## src/rtl/core/bblur_pkg.sv

```systemverilog
// ---------------------------------------------------------------------------
// bblur_pkg
// Shared types and constants for the 3x3 RGB box blur core.
// ---------------------------------------------------------------------------
`default_nettype none

package bblur_pkg;

    localparam int CH_W       = 8;
    localparam int PIX_W      = 3 * CH_W;
    localparam int CFG_DATA_W = 16;
    localparam int CFG_IDX_W  = 1;
    localparam int WCFG_W     = 11;
    localparam int ROW_W      = 16;
    localparam int SUM_W      = 12;
    localparam int NUM_W      = SUM_W + 1;
    localparam int CNT_W      = 4;
    localparam int RECIP_W    = 20;
    localparam int RECIP_SH   = 20;
    localparam int PROD_W     = NUM_W + RECIP_W;

    localparam logic [CFG_IDX_W-1:0] CFG_IMAGE_WIDTH  = 1'b0;
    localparam logic [CFG_IDX_W-1:0] CFG_IMAGE_HEIGHT = 1'b1;

    localparam logic [WCFG_W-1:0] WIDTH_RST  = 11'd1024;
    localparam logic [ROW_W-1:0]  HEIGHT_RST = 16'd768;

    typedef struct packed {
        logic accept;
        logic shift;
        logic sum;
        logic load;
    } t_ctrl_cmd;

    typedef struct packed {
        logic drop;
        logic emit;
        logic out_free;
    } t_ctrl_sts;

    // ceil(2^20 / (2*count)); exact rounding divide for numerators below 2^13
    function automatic logic [RECIP_W-1:0] f_recip(input logic [CNT_W-1:0] cnt);
        logic [RECIP_W-1:0] m;
        unique case (cnt)
            4'd1:    m = 20'd524288;
            4'd2:    m = 20'd262144;
            4'd3:    m = 20'd174763;
            4'd4:    m = 20'd131072;
            4'd6:    m = 20'd87382;
            4'd9:    m = 20'd58255;
            default: m = '0;
        endcase
        return m;
    endfunction

endpackage

`default_nettype wire

```

## src/rtl/core/bblur_ctrl.sv

```systemverilog
// ---------------------------------------------------------------------------
// bblur_ctrl
// Sequencer: input beat and window update, then, when a result is due, neighbourhood sum, divide and load.
// ---------------------------------------------------------------------------
`default_nettype none

module bblur_ctrl (
    input  wire                   i_clk,
    input  wire                   i_rst_n,
    input  wire                   i_s_tvalid,
    output logic                  o_s_tready,
    output bblur_pkg::t_ctrl_cmd  o_cmd,
    input  bblur_pkg::t_ctrl_sts  i_sts
);

    typedef enum logic [1:0] {
        S_IN,
        S_RD,
        S_SUM,
        S_DIV
    } t_state;

    t_state r_state;
    t_state n_state;

    assign o_s_tready   = (r_state == S_IN);
    assign o_cmd.accept = (r_state == S_IN) && i_s_tvalid;
    assign o_cmd.shift  = (r_state == S_RD);
    assign o_cmd.sum    = (r_state == S_SUM);
    assign o_cmd.load   = (r_state == S_DIV) && i_sts.out_free;

    always_comb begin
        n_state = r_state;
        unique case (r_state)
            S_IN: begin
                if (i_s_tvalid && !i_sts.drop) n_state = S_RD;
            end
            S_RD: begin
                n_state = i_sts.emit ? S_SUM : S_IN;
            end
            S_SUM: begin
                n_state = S_DIV;
            end
            S_DIV: begin
                if (i_sts.out_free) n_state = S_IN;
            end
            default: n_state = S_IN;
        endcase
    end

    always_ff @(posedge i_clk) begin
        if (!i_rst_n) begin
            r_state <= S_IN;
        end else begin
            r_state <= n_state;
        end
    end

endmodule

`default_nettype wire

```

## config.mk

```make
export PLATFORM = sky130hd
export DESIGN_NAME = bblur_ctrl
export DESIGN_NICKNAME = d
export VERILOG_FILES = /design/src/rtl/core/bblur_pkg.sv /design/src/rtl/core/bblur_ctrl.sv
export SDC_FILE = /design/constraint.sdc
export NUM_CORES = 1
export LEC_CHECK = 0
export ABC_AREA = 1
export BUFFER_PORTS_ARGS = -buffer_cell sky130_fd_sc_hd__buf_2
export CAP_MARGIN = 20
export CORE_AREA = 5 5 42 44
export DETAILED_ROUTE_END_ITERATION = 8
export DIE_AREA = 0 0 47 49
export HOLD_SLACK_MARGIN = 0.12
export SLEW_MARGIN = 20
export SYNTH_ARGS = -nofsm -noshare
export SYNTH_HDL_FRONTEND = slang
export SYNTH_SLANG_ARGS = --single-unit
```

## constraint.sdc

```tcl
create_clock -name i_clk -period 0.9 [get_ports i_clk]
set_input_delay 0.18 -clock i_clk [delete_from_list [all_inputs] [get_ports i_clk]]
set_output_delay 0.18 -clock i_clk [all_outputs]
set_load 0.05 [all_outputs]
```

### Yosys cells after proc, flatten, opt, wreduce, memory -nomap -nowiden

Cells that the tools add are included.

* output and inout bits: 5
* bits of input ports: 6
* logic and storage cells: 16
* register bits: 2

* eq/ne operators: 5
* reduce and logical (&&, ||, !) cells: 6
* mux-type cells: 4

Operators with widths (number)
* one-hot mux 2 bit (4 select lines): 1
* two-way mux 2 bit: 3
* equality test 2 bit (second input constant): 2
* logical AND 1 bit: 3
* equality test 2 x 1 -> 1 bit (second input constant): 1
* zero test 2 bit: 1
* != test 2 x 1 -> 1 bit (second input constant): 1
* != test 2 bit (second input constant): 1
* AND reduction 2 bit: 1
* zero test 1 bit: 1

### Logic depth before layout (Yosys ltp)

Gate-level depths: netlist of the first run.

* word-level depth: 4
* mapped depth: 4
* depth with buffers taken out: 4

### Least setup slack after synthesis of the first run

OpenSTA, ideal clock, no wires.

* path type: reg-to-output
* start: reg (tool-made name)
* end: out o_cmd[3] in the netlist's numbering
* path slack: -0.377 ns
* cell stages (with the launch flop): 4
* required time: 0.720 ns
* path buffers: 0
* arrival time: 1.097 ns
* path through: dfxtp_1 > inv_2 > nand2_2 > nor2_1

RTL lines
* end, declared: RTL line bblur_ctrl.sv:12 `output bblur_pkg::t_ctrl_cmd o_cmd,`

==> results of run 1 <==
-- power by group through the flow --
stage          Combinational (mW)  Sequential, mW  Clock (mW)
3_5_place_dp                0.115          0.0988           0
3_3_place_gp                0.115          0.0984           0
5_1_grt                     0.146          0.0976       0.221
4_1_cts                     0.135          0.0969       0.207
6_report                    0.138          0.0971       0.194
2_1_floorplan              0.0752          0.0980           0
-- through the flow --
stage | setup WS [ps] | total power [mW]
finish | -258.8 | 0.4283
CTS | -276.2 | 0.4387
global placement | -115.9 | 0.2138
floorplan | -88.70 | 0.1732
global route | -303.3 | 0.4647
detailed placement | -135.5 | 0.2142
-- timing repair --
item                       CTS  global route
hold buffers                 0             0
gates resized for setup     15             2
setup endpoints to repair    5             5
pin swaps                    1             2
-- cell usage after synthesis --
library cell | number | area share, %
nand3_1 | 1 | 4.0
inv_2 | 1 | 3.0
nand2_2 | 1 | 5.0
nor2_1 | 5 | 15
nand2_1 | 3 | 8.9
inv_1 | 5 | 15
nor2_2 | 2 | 9.9
dfxtp_1 | 2 | 32
nand3_2 | 1 | 7.9
-- final timing paths --
path                                           endpoint  slack, ps  depth (start not counted)
worst max-delay path                           o_cmd[0]       -260                          4
worst min-delay path                               flop        210                          3
worst max register to register                     flop         50                          5
worst min register to register  r_state[0]$_SDFFE_PN0P_        490                          2
-- kinds of logic (layout without fill, tap and decap cells) --
family	Yosys count	in the layout	synth area share, %
simple gates	13	13	50.49
buf+inv	6	24	17.82
flops	2	2	31.68
-- critical path, cell delays in order (launching register included) --
cell     delay [ps]
dfxtp_2         340
inv_4            50
buf_12          120
nor2_4           90
buf_6           160
-- layer usage --
metal	track usage (%)	share of wire (%)
met5	0	0
met4	4.147	0
met3	5.535	21
met2	6.335	49
met1	2.620	30
-- area by class of cell --
type	count	area share (%)
timing repair buffer	15	39.27
multi-input combinational	13	25.82
clock buffer	3	6.545
inverter	6	9.455
tap	16	5.818
sequential	2	13.09
-- layout by cell type, fill, tap and decap left out --
master	count
buf_2	5
buf_6	4
buf_4	4
nor2_1	3
clkbuf_4	3
nor2_2	2
clkinvlp_4	2
nand2_2	2
nor2_4	2
inv_1	2
inv_4	1
inv_2	1
nand2_4	1
nand3_1	1
nand2_1	1
nand3_2	1
dfxtp_2	1
buf_8	1
buf_12	1
dfxtp_4	1
==> impl_metrics.json, run 1 <==
{
  "grt_antenna_before_repair": 0,
  "cp.arrival_ps": 980,
  "ys_seq_elements": 2,
  "cts_inserted_buffers": 3,
  "intPower_uw": 298.8,
  "htree_levels": 1,
  "antenna_left": 0,
  "cts_setup_buffers": 0,
  "yosysUniqueCellTypes": 9,
  "seq_area_sq_um": 45.04,
  "drcViolationCount": 0,
  "violations": "negative setup slack",
  "postSynthCellCount": 21,
  "grt_usage_pct": 4.498,
  "area_growth_pct": 172.3,
  "slew_violations": 0,
  "fin_util_pct": 24.55,
  "cts_tree": "built",
  "syn_avg_cell_area_sq_um": 6.018,
  "drtPass1Iterations": 1,
  "routed-via-count": 181,
  "max_freq_mhz": 863.0,
  "worst-endpoint-required_ps": 720,
  "skew_ps": 2.920,
  "routedWlPerCell_microns": 7.327,
  "root_buffer": "clkbuf_4",
  "fp.dieW_microns": 47,
  "start_kind": "flop",
  "rsz0062_at_grt": "true",
  "clk_pin_slew_ps": 30,
  "clock_latency_ps": 220,
  "fp.dieH_microns": 49,
  "power_density_mw_per_mm2": 1245,
  "hold_path.class": "in -> reg",
  "io_buffer_count": 10,
  "netlist_area_sq_um": 126.4,
  "switching_share_pct": 30.25,
  "grt_max_degree": 5,
  "grt_pass1_wl_microns": 648,
  "setup_violations": 5,
  "clock_power_share_pct": 45.2,
  "finalHoldViolCount": 0,
  "clock_sinks": 2,
  "seq_power_share_pct": 22.7,
  "gr-total-overflow": 0,
  "std_cell_rows": 14,
  "outcome": "finished with violations",
  "whs_ps": 207.5,
  "dp_hpwl_microns": 333,
  "pwr-share-comb_pct": 32.1,
  "initial_core_util_pct": 9.018,
  "core_area_sq_mm": 0.001401,
  "ir_drop_mv": 0.3852,
  "p_leak_nw": 0.1604,
  "place_congestion": 0.7615,
  "hp-start": "i_rst_n",
  "layout-drive-gt1-share_pct": 82.05,
  "critPathCaptureType": "primary output",
  "period_share_pct": 128.8,
  "fill_cells": 163,
  "p_switching_uw": 129.6,
  "fin_crit_ps": 1159,
  "relSlewSlack_pct": 92.09,
  "instances_no_fill": 55,
  "place_area_sq_um": 272.8,
  "synth.net_count": 27,
  "ys_warn_count": 0,
  "grt_pass1_vias": 193,
  "post_drt_via_cell_ratio": 3.291,
  "diodes": 0,
  "drv_cap": 0,
  "crit_path_max_fanout": 3,
  "setup_ws_ps": -258.8,
  "dieArea_sq_mm": 0.002303,
  "totalWireLength_microns": 403,
  "ys_seq_area_share_pct": 31.68,
  "ios": 11,
  "tightest_slew_ps": 118.5,
  "clockBufferDepth": 2,
  "fin_area_sq_um": 344.1,
  "critPathKind": "reg -> out",
  "num-nets-final": 47,
  "setup-tns-final_ps": -1174,
  "multi_input_area_sq_um": 88.84,
  "place_inst": 52,
  "drtIter0Drc": 0
}
(Power assumes the default switching activity.)
==> run 2: changes to the inputs <==
ABC_CLOCK_PERIOD_IN_PS = 900   (was not set)
REMOVE_ABC_BUFFERS = 1   (was not set)
==> run 2 against run 1 <==
Against the previous run: the flow still finishes with violations (negative setup slack); worst setup slack better by 24 ps; sequential power barely moved; non-clock buffer count rose by 3; die area unchanged; via count increased by 13%; critical endpoint is now o_cmd[3].
==> impl_metrics.json, run 2 (synthesis results as in run 1) <==
{
  "setup_ws_ps": -235.1,
  "crit_path_max_fanout": 5,
  "totalWireLength_microns": 479,
  "instances_no_fill": 58,
  "grt_usage_pct": 4.708,
  "skew_ps": 4.646,
  "path_cells": "inv_4, nand2_4, nor2_4, buf_6",
  "critPathKind": "reg -> out",
  "setup_violations": 6,
  "ios": 11,
  "num-nets-final": 50,
  "grt_pass1_wl_microns": 696,
  "layout-drive-gt1-share_pct": 73.81,
  "cp.arrival_ps": 960,
  "violations": "negative setup slack",
  "switching_share_pct": 31.02,
  "pre_cts_slack_ps": -106.0,
  "cts_tree": "built",
  "whs_ps": 200.7,
  "fin_crit_ps": 1135,
  "drtIter0Drc": 1,
  "mostFrequentLayoutCells": "buf_4 (8), buf_2 (5), nor2_1 (4), inv_1 (4), buf_6 (4)",
  "clk_pin_slew_ps": 30,
  "io_buffer_count": 10,
  "p_switching_uw": 135.0,
  "core_area_sq_mm": 0.001401,
  "rsz0062_at_grt": "true",
  "root_buffer": "clkbuf_4",
  "place_congestion": 0.7266,
  "diodes": 0,
  "initial_core_util_pct": 9.018,
  "hold_buffers": 0,
  "gr-total-overflow": 0,
  "ir_drop_mv": 0.3268,
  "r2r_cells": 7,
  "pwr-share-comb_pct": 31.9,
  "period_share_pct": 126.1,
  "seq_power_share_pct": 22.4,
  "dp_hpwl_microns": 288.8,
  "p_leak_nw": 0.1875,
  "whs_path_depth": 3,
  "slew_violations": 0,
  "cpLargestDelayFamily": "flip-flops",
  "routedWlPerCell_microns": 8.259,
  "clock_sinks": 2,
  "place_area_sq_um": 226.5,
  "start_kind": "flop",
  "std_cell_rows": 14,
  "antenna_left": 0,
  "total_power_uw": 435.2,
  "fin_area_sq_um": 346.6,
  "clockBufferDepth": 2,
  "max_freq_mhz": 881.0,
  "post_drt_via_cell_ratio": 3.534,
  "clock_power_share_pct": 45.8,
  "clock_latency_ps": 220,
  "r2r_slack_ps": -130,
  "dieArea_sq_mm": 0.002303,
  "critPathCaptureType": "primary output",
  "drcViolationCount": 0,
  "fp.dieH_microns": 49,
  "relSlewSlack_pct": 91.37,
  "htree_levels": 1,
  "hold_path.class": "in -> reg",
  "grt_max_degree": 6,
  "finalHoldViolCount": 0,
  "fp.dieW_microns": 47,
  "hp-start": "i_rst_n",
  "layout_commonest_cell": "buf_4",
  "grt_pass1_vias": 185,
  "setup-tns-final_ps": -1161,
  "routed-via-count": 205,
  "drv_cap": 0,
  "cts_inserted_buffers": 3,
  "worst-endpoint-required_ps": 720,
  "drtPass1Iterations": 2,
  "crit_buf_inv": 2,
  "outcome": "finished with violations",
  "slowest_stage": "dfxtp_2",
  "fill_cells": 159,
  "intPower_uw": 300.2,
  "place_inst": 51,
  "tightest_slew_ps": 129.0,
  "slowest_delay_ps": 320,
  "area_growth_pct": 174.3,
  "grt_antenna_before_repair": 0,
  "power_density_mw_per_mm2": 1256,
  "fin_util_pct": 24.73
}
## run 2: cell count changes in the layout (fill, tap and decap cells not counted), sizes merged
cell      previous run  this run
inv                  4         6
buf                 15        18
clkinvlp             2         0
## run 2: worst min-delay path: cells and delay by family
kind / cells / cell delay, ps
AND/OR/NAND/NOR: 2 / 100
buffers and inverters: 1 / 110
## run 2: area by class of cell
type                       count  area (sq um)  area share, %
multi-input combinational     13         88.84          25.63
tap                           16         20.02          5.776
sequential                     2         45.04          13.00
clock buffer                   3         22.52          6.498
timing repair buffer          18         145.1          41.88
inverter                       6         25.02          7.220
## run 2: worst max path at each step
stage | start | to | slack, ps | cells past startpoint
6_report | flop | o_cmd[3] | -240 | 4
5_1_grt | flop | o_cmd[3] | -270 | 4
4_1_cts | flop | o_cmd[3] | -240 | 4
3_5_place_dp | r_state[0]$_SDFFE_PN0P_ | o_cmd[0] | -110 | 3
3_3_place_gp | r_state[0]$_SDFFE_PN0P_ | o_cmd[0] | -100 | 3
2_1_floorplan | flop | o_cmd[3] | -380 | 3
## run 2: per-layer routing
metal / global-route usage [%] / up-vias / share of wire [%]
li1: - / 103 / -
met1: 3.930 / 92 / 29
met2: 6.335 / 8 / 57
met3: 2.214 / 2 / 9.2
met4: 6.912 / 0 / 4.4
met5: 0 / - / 0
## run 2: timing repair
item	4_1_cts	5_1_grt
gates resized for setup	12	10
buffers inserted	2	2
pin swaps	0	3
cloned	0	0
hold endpoints to repair	0	0
setup endpoints to repair	5	6
## run 2: power groups by stage
stage               combinational, mW  clock [mW]  sequential [mW]
finish                          0.139       0.199           0.0974
global route                    0.148       0.221           0.0978
CTS                             0.120       0.213           0.0970
detailed placement             0.0975           0           0.0974
global placement               0.0968           0           0.0974
floorplan                      0.0630           0           0.0967
